## src/bos_pkg.sv

```systemverilog
package bos_pkg;

  localparam int unsigned NumKeys  = 4;
  localparam int unsigned KeyW     = 2;
  localparam int unsigned IdxW     = 4;
  localparam int unsigned FieldW   = 12;
  localparam logic [7:0]  SpaceByte = 8'd32;
  localparam logic [IdxW-1:0] IdxMax = 4'd15;

  localparam logic [KeyW-1:0] KEY_ROOT   = 2'd0;
  localparam logic [KeyW-1:0] KEY_FSTYPE = 2'd1;
  localparam logic [KeyW-1:0] KEY_FLAGS  = 2'd2;
  localparam logic [KeyW-1:0] KEY_ALT    = 2'd3;

  localparam logic [0:NumKeys-1][IdxW-1:0] KeyLen = '{4'd5, 4'd11, 4'd10, 4'd8};

  localparam logic [0:NumKeys-1][0:15][7:0] KeyText = '{
    '{"r", "o", "o", "t", "=", 8'h00, 8'h00, 8'h00,
      8'h00, 8'h00, 8'h00, 8'h00, 8'h00, 8'h00, 8'h00, 8'h00},
    '{"r", "o", "o", "t", "f", "s", "t", "y",
      "p", "e", "=", 8'h00, 8'h00, 8'h00, 8'h00, 8'h00},
    '{"r", "o", "o", "t", "f", "l", "a", "g",
      "s", "=", 8'h00, 8'h00, 8'h00, 8'h00, 8'h00, 8'h00},
    '{"a", "l", "t", "r", "o", "o", "t", "=",
      8'h00, 8'h00, 8'h00, 8'h00, 8'h00, 8'h00, 8'h00, 8'h00}
  };

  typedef struct packed {
    logic               hit;
    logic [KeyW-1:0]    key;
    logic [NumKeys-1:0] keys;
  } match_t;

  typedef struct packed {
    logic              found;
    logic [FieldW-1:0] start;
    logic [FieldW-1:0] len;
  } opt_t;

  typedef opt_t [NumKeys-1:0] result_t;

endpackage

```

## src/bos_in_if.sv

```systemverilog
interface bos_in_if;
  logic       valid;
  logic       ready;
  logic [7:0] char_byte;
  logic       last_char;

  modport source (output valid, output char_byte, output last_char, input ready);
  modport sink   (input valid, input char_byte, input last_char, output ready);
endinterface

```

## src/bos_out_if.sv

```systemverilog
interface bos_out_if;
  logic        valid;
  logic        ready;
  logic        root_found;
  logic [11:0] root_start;
  logic [11:0] root_len;
  logic        fstype_found;
  logic [11:0] fstype_start;
  logic [11:0] fstype_len;
  logic        flags_found;
  logic [11:0] flags_start;
  logic [11:0] flags_len;
  logic        alt_found;
  logic [11:0] alt_start;
  logic [11:0] alt_len;

  modport source (
    output valid, input ready,
    output root_found, output root_start, output root_len,
    output fstype_found, output fstype_start, output fstype_len,
    output flags_found, output flags_start, output flags_len,
    output alt_found, output alt_start, output alt_len
  );
  modport sink (
    input valid, output ready,
    input root_found, input root_start, input root_len,
    input fstype_found, input fstype_start, input fstype_len,
    input flags_found, input flags_start, input flags_len,
    input alt_found, input alt_start, input alt_len
  );
endinterface

```

## src/bos_match.sv

```systemverilog
module bos_match (
  input  logic [7:0]                   byte_i,
  input  logic [bos_pkg::IdxW-1:0]     idx_i,
  input  logic [bos_pkg::NumKeys-1:0]  keys_i,
  output bos_pkg::match_t              match_o
);

  logic [bos_pkg::NumKeys-1:0] ok;
  logic [bos_pkg::NumKeys-1:0] done;

  always_comb begin
    for (int k = 0; k < bos_pkg::NumKeys; k++) begin
      ok[k] = keys_i[k] && (idx_i < bos_pkg::KeyLen[k])
              && (byte_i == bos_pkg::KeyText[k][idx_i]);
      done[k] = ok[k] && ((idx_i + 4'd1) == bos_pkg::KeyLen[k]);
    end
  end

  always_comb begin
    match_o.hit  = |done;
    match_o.keys = ok;
    priority if (done[0]) begin
      match_o.key = bos_pkg::KEY_ROOT;
    end else if (done[1]) begin
      match_o.key = bos_pkg::KEY_FSTYPE;
    end else if (done[2]) begin
      match_o.key = bos_pkg::KEY_FLAGS;
    end else begin
      match_o.key = bos_pkg::KEY_ALT;
    end
  end

endmodule

```

## src/bos_scan.sv

```systemverilog
module bos_scan #(
  parameter int unsigned MAX_LINE = 4096
) (
  input  logic             clk_i,
  input  logic             rst_ni,
  input  logic             step_i,
  input  logic [7:0]       byte_i,
  input  logic             last_i,
  output bos_pkg::result_t res_o
);

  localparam int unsigned PW = $clog2(MAX_LINE);
  localparam logic [PW-1:0] PosMax = PW'(MAX_LINE - 1);
  localparam int unsigned NK = bos_pkg::NumKeys;

  logic [PW-1:0]               pos_q, pos_d;
  logic [bos_pkg::IdxW-1:0]    idx_q, idx_d;
  logic [NK-1:0]               keys_q, keys_d;
  logic                        cap_q, cap_d;
  logic [bos_pkg::KeyW-1:0]    cap_key_q, cap_key_d;
  logic [NK-1:0]               found_q, found_d;
  logic [NK-1:0][PW-1:0]       start_q, start_d;
  logic [NK-1:0][PW-1:0]       len_q, len_d;

  bos_pkg::match_t m;
  logic            space;
  logic [PW-1:0]   pos_inc;
  logic [PW-1:0]   len_inc;

  bos_match u_match (
    .byte_i  (byte_i),
    .idx_i   (idx_q),
    .keys_i  (keys_q),
    .match_o (m)
  );

  assign space   = (byte_i == bos_pkg::SpaceByte);
  assign pos_inc = (pos_q < PosMax) ? pos_q + 1'b1 : PosMax;
  assign len_inc = (len_q[cap_key_q] < PosMax) ? len_q[cap_key_q] + 1'b1 : PosMax;

  always_comb begin
    pos_d     = pos_inc;
    idx_d     = idx_q;
    keys_d    = keys_q;
    cap_d     = cap_q;
    cap_key_d = cap_key_q;
    found_d   = found_q;
    start_d   = start_q;
    len_d     = len_q;
    if (space) begin
      idx_d  = '0;
      keys_d = '1;
      cap_d  = 1'b0;
    end else begin
      if (idx_q < bos_pkg::IdxMax) begin
        idx_d = idx_q + 1'b1;
      end
      if (cap_q) begin
        len_d[cap_key_q] = len_inc;
      end else if (m.hit) begin
        found_d[m.key] = 1'b1;
        start_d[m.key] = pos_inc;
        len_d[m.key]   = '0;
        cap_d          = 1'b1;
        cap_key_d      = m.key;
        keys_d         = '0;
      end else begin
        keys_d = m.keys;
      end
    end
  end

  for (genvar k = 0; k < NK; k++) begin : g_res
    logic [PW+bos_pkg::FieldW-1:0] start_ext;
    logic [PW+bos_pkg::FieldW-1:0] len_ext;
    assign start_ext      = {{bos_pkg::FieldW{1'b0}}, start_d[k]};
    assign len_ext        = {{bos_pkg::FieldW{1'b0}}, len_d[k]};
    assign res_o[k].found = found_d[k];
    assign res_o[k].start = start_ext[bos_pkg::FieldW-1:0];
    assign res_o[k].len   = len_ext[bos_pkg::FieldW-1:0];
  end

  always_ff @(posedge clk_i or negedge rst_ni) begin
    if (!rst_ni) begin
      pos_q     <= '0;
      idx_q     <= '0;
      keys_q    <= '1;
      cap_q     <= 1'b0;
      cap_key_q <= bos_pkg::KEY_ROOT;
      found_q   <= '0;
      start_q   <= '0;
      len_q     <= '0;
    end else if (step_i) begin
      if (last_i) begin
        pos_q     <= '0;
        idx_q     <= '0;
        keys_q    <= '1;
        cap_q     <= 1'b0;
        cap_key_q <= bos_pkg::KEY_ROOT;
        found_q   <= '0;
        start_q   <= '0;
        len_q     <= '0;
      end else begin
        pos_q     <= pos_d;
        idx_q     <= idx_d;
        keys_q    <= keys_d;
        cap_q     <= cap_d;
        cap_key_q <= cap_key_d;
        found_q   <= found_d;
        start_q   <= start_d;
        len_q     <= len_d;
      end
    end
  end

endmodule

```

## src/boot_option_scanner.sv

```systemverilog
// Channel  Modport  Transfer carries
// in_i     sink     char_byte, last_char
// out_o    source   found/start/len for root, fstype, flags, alt
//
// One byte per cycle unless a last byte waits on a full result register: each byte is
// held in the input register, then the scan logic updates the position and match registers.
// The byte flagged last is held in the input register, then loads the result register.
// The input stalls only while the last byte of a line waits on a full result register.
// Reset clears all scan state; the scanner also returns to reset state after each last byte.
module boot_option_scanner #(
  parameter int unsigned MAX_LINE = 4096
) (
  input  logic      clk_i,
  input  logic      rst_ni,
  bos_in_if.sink    in_i,
  bos_out_if.source out_o
);

  logic       in_vld_q, in_vld_d;
  logic [7:0] byte_q;
  logic       last_q;
  logic       out_vld_q, out_vld_d;
  logic       adv;
  logic       in_xfer;
  logic       load;

  bos_pkg::result_t res;
  bos_pkg::result_t res_q;

  bos_scan #(
    .MAX_LINE (MAX_LINE)
  ) u_scan (
    .clk_i  (clk_i),
    .rst_ni (rst_ni),
    .step_i (adv),
    .byte_i (byte_q),
    .last_i (last_q),
    .res_o  (res)
  );

  assign adv        = in_vld_q && (!last_q || !out_vld_q || out_o.ready);
  assign in_i.ready = !in_vld_q || adv;
  assign in_xfer    = in_i.valid && in_i.ready;
  assign load       = adv && last_q;

  always_comb begin
    in_vld_d = in_vld_q;
    if (in_xfer) begin
      in_vld_d = 1'b1;
    end else if (adv) begin
      in_vld_d = 1'b0;
    end
    out_vld_d = out_vld_q;
    if (load) begin
      out_vld_d = 1'b1;
    end else if (out_o.ready) begin
      out_vld_d = 1'b0;
    end
  end

  always_ff @(posedge clk_i or negedge rst_ni) begin
    if (!rst_ni) begin
      in_vld_q  <= 1'b0;
      out_vld_q <= 1'b0;
    end else begin
      in_vld_q  <= in_vld_d;
      out_vld_q <= out_vld_d;
    end
  end

  always_ff @(posedge clk_i) begin
    if (in_xfer) begin
      byte_q <= in_i.char_byte;
      last_q <= in_i.last_char;
    end
    if (load) begin
      res_q <= res;
    end
  end

  assign out_o.valid        = out_vld_q;
  assign out_o.root_found   = res_q[bos_pkg::KEY_ROOT].found;
  assign out_o.root_start   = res_q[bos_pkg::KEY_ROOT].start;
  assign out_o.root_len     = res_q[bos_pkg::KEY_ROOT].len;
  assign out_o.fstype_found = res_q[bos_pkg::KEY_FSTYPE].found;
  assign out_o.fstype_start = res_q[bos_pkg::KEY_FSTYPE].start;
  assign out_o.fstype_len   = res_q[bos_pkg::KEY_FSTYPE].len;
  assign out_o.flags_found  = res_q[bos_pkg::KEY_FLAGS].found;
  assign out_o.flags_start  = res_q[bos_pkg::KEY_FLAGS].start;
  assign out_o.flags_len    = res_q[bos_pkg::KEY_FLAGS].len;
  assign out_o.alt_found    = res_q[bos_pkg::KEY_ALT].found;
  assign out_o.alt_start    = res_q[bos_pkg::KEY_ALT].start;
  assign out_o.alt_len      = res_q[bos_pkg::KEY_ALT].len;

endmodule

```

## src/flat_wrapper.sv

```systemverilog
// flat-port wrapper written by rule: the top's interface ports become plain ports
module boot_option_scanner_flat 
#(
  parameter int unsigned MAX_LINE = 4096
)
  (clk_i, rst_ni, in_i_valid, in_i_char_byte, in_i_last_char, in_i_ready, out_o_valid, out_o_ready, out_o_root_found, out_o_root_start, out_o_root_len, out_o_fstype_found, out_o_fstype_start, out_o_fstype_len, out_o_flags_found, out_o_flags_start, out_o_flags_len, out_o_alt_found, out_o_alt_start, out_o_alt_len);
  bos_in_if in_i_i ();
  bos_out_if out_o_i ();
  input  logic clk_i;
  input  logic rst_ni;
  input wire logic [$bits(in_i_i.valid)-1:0] in_i_valid;
  input wire logic [$bits(in_i_i.char_byte)-1:0] in_i_char_byte;
  input wire logic [$bits(in_i_i.last_char)-1:0] in_i_last_char;
  output wire logic [$bits(in_i_i.ready)-1:0] in_i_ready;
  output wire logic [$bits(out_o_i.valid)-1:0] out_o_valid;
  input wire logic [$bits(out_o_i.ready)-1:0] out_o_ready;
  output wire logic [$bits(out_o_i.root_found)-1:0] out_o_root_found;
  output wire logic [$bits(out_o_i.root_start)-1:0] out_o_root_start;
  output wire logic [$bits(out_o_i.root_len)-1:0] out_o_root_len;
  output wire logic [$bits(out_o_i.fstype_found)-1:0] out_o_fstype_found;
  output wire logic [$bits(out_o_i.fstype_start)-1:0] out_o_fstype_start;
  output wire logic [$bits(out_o_i.fstype_len)-1:0] out_o_fstype_len;
  output wire logic [$bits(out_o_i.flags_found)-1:0] out_o_flags_found;
  output wire logic [$bits(out_o_i.flags_start)-1:0] out_o_flags_start;
  output wire logic [$bits(out_o_i.flags_len)-1:0] out_o_flags_len;
  output wire logic [$bits(out_o_i.alt_found)-1:0] out_o_alt_found;
  output wire logic [$bits(out_o_i.alt_start)-1:0] out_o_alt_start;
  output wire logic [$bits(out_o_i.alt_len)-1:0] out_o_alt_len;
  assign in_i_i.valid = in_i_valid;
  assign in_i_i.char_byte = in_i_char_byte;
  assign in_i_i.last_char = in_i_last_char;
  assign in_i_ready = in_i_i.ready;
  assign out_o_valid = out_o_i.valid;
  assign out_o_i.ready = out_o_ready;
  assign out_o_root_found = out_o_i.root_found;
  assign out_o_root_start = out_o_i.root_start;
  assign out_o_root_len = out_o_i.root_len;
  assign out_o_fstype_found = out_o_i.fstype_found;
  assign out_o_fstype_start = out_o_i.fstype_start;
  assign out_o_fstype_len = out_o_i.fstype_len;
  assign out_o_flags_found = out_o_i.flags_found;
  assign out_o_flags_start = out_o_i.flags_start;
  assign out_o_flags_len = out_o_i.flags_len;
  assign out_o_alt_found = out_o_i.alt_found;
  assign out_o_alt_start = out_o_i.alt_start;
  assign out_o_alt_len = out_o_i.alt_len;
  boot_option_scanner #(.MAX_LINE(MAX_LINE)) u_core (.clk_i(clk_i), .rst_ni(rst_ni), .in_i(in_i_i), .out_o(out_o_i));
endmodule
```

## config.mk

```make
export PLATFORM = sky130hd
export DESIGN_NAME = boot_option_scanner_flat
export DESIGN_NICKNAME = d
export VERILOG_FILES = /design/src/bos_pkg.sv /design/src/bos_in_if.sv /design/src/bos_out_if.sv /design/src/bos_match.sv /design/src/bos_scan.sv /design/src/boot_option_scanner.sv /design/src/flat_wrapper.sv
export SDC_FILE = /design/constraint.sdc
export NUM_CORES = 1
export LEC_CHECK = 0
export BUFFER_PORTS_ARGS = -buffer_cell sky130_fd_sc_hd__buf_2
export CORE_MARGIN = 2
export CORE_UTILIZATION = 40
export CTS_CLUSTER_DIAMETER = 120
export DETAILED_ROUTE_END_ITERATION = 10
export SYNTH_ARGS = -nofsm -noshare
export SYNTH_HDL_FRONTEND = slang
export SYNTH_SLANG_ARGS = --single-unit
export TNS_END_PERCENT = 5
```

## constraint.sdc

```tcl
create_clock -name clk_i -period 3.9 [get_ports clk_i]
set_input_delay 0.585 -clock clk_i [delete_from_list [all_inputs] [get_ports clk_i]]
set_output_delay 0.585 -clock clk_i [all_outputs]
set_load 0.005 [all_outputs]
```

==> results_dict.tcl <==
set metrics [dict create \
    ant_nets 0 \
    antenna_found_initial 0 \
    peakVddDrop_uv 293 \
    io_buffers 114 \
    drive_above_1_share_pct 21.1 \
    clock_latency_ps 550 \
    cpLargestDelayFamily "simple AND/OR/NAND/NOR gates" \
    cellPowerDensity_nw_per_um2 459 \
    critPathLaunchType "flip-flop" \
    finalHoldViolCount 0 \
    syn_to_final_growth_pct 16.1 \
    firstDrtPassIters 5 \
    synth_edf_count 109 \
    die-area_um2 30500 \
    grt_pass1_vias 8420 \
    vias 8620 \
    rows 62 \
    routed_wl_um 29900 \
    path_cells "inv_1, ha_1, or2_2, a21oi_1, xnor2_1, o221ai_1, nor3_1, nand2_1, a32oi_1, o21ai_0" \
    grt_overflow 0 \
    antenna_cells 0 \
    cts_tree "done" \
    cts_setup_buffers 0 \
    layout_commonest_cell "dfrtp_1" \
    dp_hpwl_um 20200 \
    synth_cells 1059 \
    critical_path_required_ps 4290 \
    synth_seq_cells 234 \
    reg_top3 "u_core.u_scan.len_q: 48 flops, u_core.u_scan.start_q: 48 flops" \
    tightest_slew_ps 1160 \
    timing.critical_path.buf_inv 1 \
    tns_ps 0 \
    ys_seq_area_share_pct 55.0 \
    cts_root_buf "clkbuf_16" \
    initial_core_util_pct 40.5 \
    gp_congestion 0.871 \
    die_h_um 175 \
    setup_violations 0 \
    viasPerCell 5.52 \
    post_cts_resized 0 \
    grt_usage_pct 19.6 \
    cts_max_level 1 \
    die_x_um 175 \
    cp_data_arrival_time_ps 3870 \
    cpMaxStageDelayCell "dfrtp_1" \
    nNetsFinal 1179 \
    clk_path_buf_depth 3 \
    synth_fp_nets 1081 \
    fin_skew_ps 17.3 \
    endpoint_kind "flip-flop" \
    final_util_pct 47.1 \
    syn_area_per_cell_um2 11.0 \
    finalCritPeriodShare_pct 89.2 \
    yosysUniqueCellTypes 74 \
    path_class "reg2reg" \
    wl_per_cell_um 19.1 \
    grt_pass1_wl_um 47600 \
    ys_warn_count 0 \
    status "complete, no violations" \
    drv_slew 0 \
    clk_pin_slew_ps 60 \
    synth_flop_cell "dfrtp_1" \
    relSlewSlack_pct 22.0 \
    fmax_mhz 288 \
    syn_area_um2 11600 \
    drc 0 \
    cellLeakagePower_uw 0.00558 \
    cts_buffers 27 \
    first_iter_violations 754 \
    core_area_um2 28700 \
    fin_crit_ps 3480 \
    critPathMaxFanout 15 \
    maxCapViolCount 0 \
    ctsHoldBuffers 0 \
    cts.sink_count 234 \
    pin_count 115 \
    rsz0062_at_grt "false" \
    final_cell_mix "dfrtp_1, nor2_1, buf_2, nand2_1, edfxtp_1" \
    synth-async-reset-ratio_pct 53.4 \
    slowest_delay_ps 530 \
    min_path_type "in2async" \
    grt_max_degree 73 \
]
==> cells in the mapped netlist, types with 4 or more instances <==
library cell / number / area [µm²]
nand2b_1: 15 / 93.8
buf_6: 8 / 90.1
inv_1: 17 / 63.8
a31oi_1: 8 / 50.1
nor2_1: 115 / 432
or2_2: 12 / 75.1
o21ai_0: 65 / 325
mux4_2: 11 / 248
nand3b_1: 5 / 37.5
buf_1: 5 / 18.8
ha_1: 9 / 113
nor3b_1: 6 / 45.0
mux2_2: 13 / 146
and2_1: 7 / 43.8
nand2_1: 110 / 413
xor2_1: 7 / 61.3
buf_4: 6 / 45.0
buf_2: 16 / 80.1
and3_1: 11 / 68.8
xnor2_1: 16 / 140
a22o_1: 59 / 517
mux2i_1: 45 / 450
a211oi_1: 9 / 67.6
a21oi_1: 54 / 270
nor3_1: 22 / 110
nand3_1: 17 / 85.1
dfstp_2: 4 / 105
o2bb2ai_1: 9 / 78.8
edfxtp_1: 109 / 3270
clkbuf_1: 39 / 146
nor2b_1: 9 / 56.3
nor4_1: 5 / 31.3
nand4_1: 5 / 31.3
and4_1: 4 / 35.0
o31ai_1: 5 / 37.5
o22ai_1: 10 / 62.6
nor4bb_1: 6 / 60.1
o21a_1: 11 / 82.6
dfrtp_1: 121 / 3030
==> kinds of logic (layout without fill, tap and decap cells) <==
family	count (synthesis)	in the layout	share of synthesized area, %
and+or+nand+nor	370	370	15.7
AOI/OAI and AO/OA	261	261	15.2
DFF	234	234	55.0
buffers and inverters	92	211	3.95
muxes	70	70	7.35
xor gates and xnor gates	23	23	1.73
adders and majority gates	9	9	0.968
==> metal layers <==
metal	vias up	share of wire [%]	wire [µm]	track usage [%]
li1	4085	-	-	-
met1	4230	45	13300	27.1
met2	255	47	14200	32.2
met3	50	5.6	1670	3.37
met4	0	2.3	685	5.28
met5	-	0	0	0
==> cell type report <==
| cell class | instances | area (µm²) |
|---|---|---|
| Sequential cell | 234 | 6410 |
| Fill cell | 2676 | 15200 |
| Tap cell | 384 | 480 |
| Clock buffer | 35 | 767 |
| Clock inverter | 15 | 153 |
| Inverter | 17 | 66.3 |
| Timing Repair Buffer | 144 | 848 |
| Multi-Input combinational cell | 733 | 4790 |
==> report_power, final <==
part	switching (µW)	internal, µW	total (µW)
clock network	1040	1530	2570
registers	92.6	2730	2820
logic	513	299	812
total	1650	4550	6200
==> per-stage QoR <==
| step | hold WS [ps] | power, µW | setup slack, ps | cells | area, µm² |
|---|---|---|---|---|---|
| 2_1_floorplan | 289 | 3400 | 455 | 1059 | 11600 |
| 5_1_grt | 144 | 6470 | 100 | 1562 | 13500 |
| 4_1_cts | 112 | 6260 | 389 | 1562 | 13500 |
| 3_3_place_gp | 462 | 3670 | 596 | 1512 | 12600 |
| 3_5_place_dp | 472 | 3680 | 410 | 1512 | 12600 |
| 6_report | 102 | 6200 | 422 | 1562 | 13500 |
==> worst paths after layout <==
check | startpoint | to | slack [ps] | depth (start not counted)
hold reg to reg | u_core.u_scan.start_q[36]$_DFFE_PN0P_ | u_core.u_scan.start_q[36]$_DFFE_PN0P_ | 480 | 2
setup / recovery | u_core.u_scan.idx_q[0]$_DFFE_PN0P_ | u_core.u_scan.len_q[10]$_DFFE_PN0P_ | 420 | 10
max in group asynchronous | rst_ni | u_core.u_scan.keys_q[3]$_DFFE_PN1P_ | 2720 | 2
min in group clk_i | in_i_char_byte[2] | u_core.byte_q[2]$_DFFE_PP_ | 220 | 1
setup reg to reg | u_core.u_scan.idx_q[0]$_DFFE_PN0P_ | u_core.u_scan.len_q[10]$_DFFE_PN0P_ | 420 | 10
hold / removal | rst_ni | u_core.u_scan.len_q[8]$_DFFE_PN0P_ | 100 | 1
Note: power is estimated with default switching activity, not from simulation.
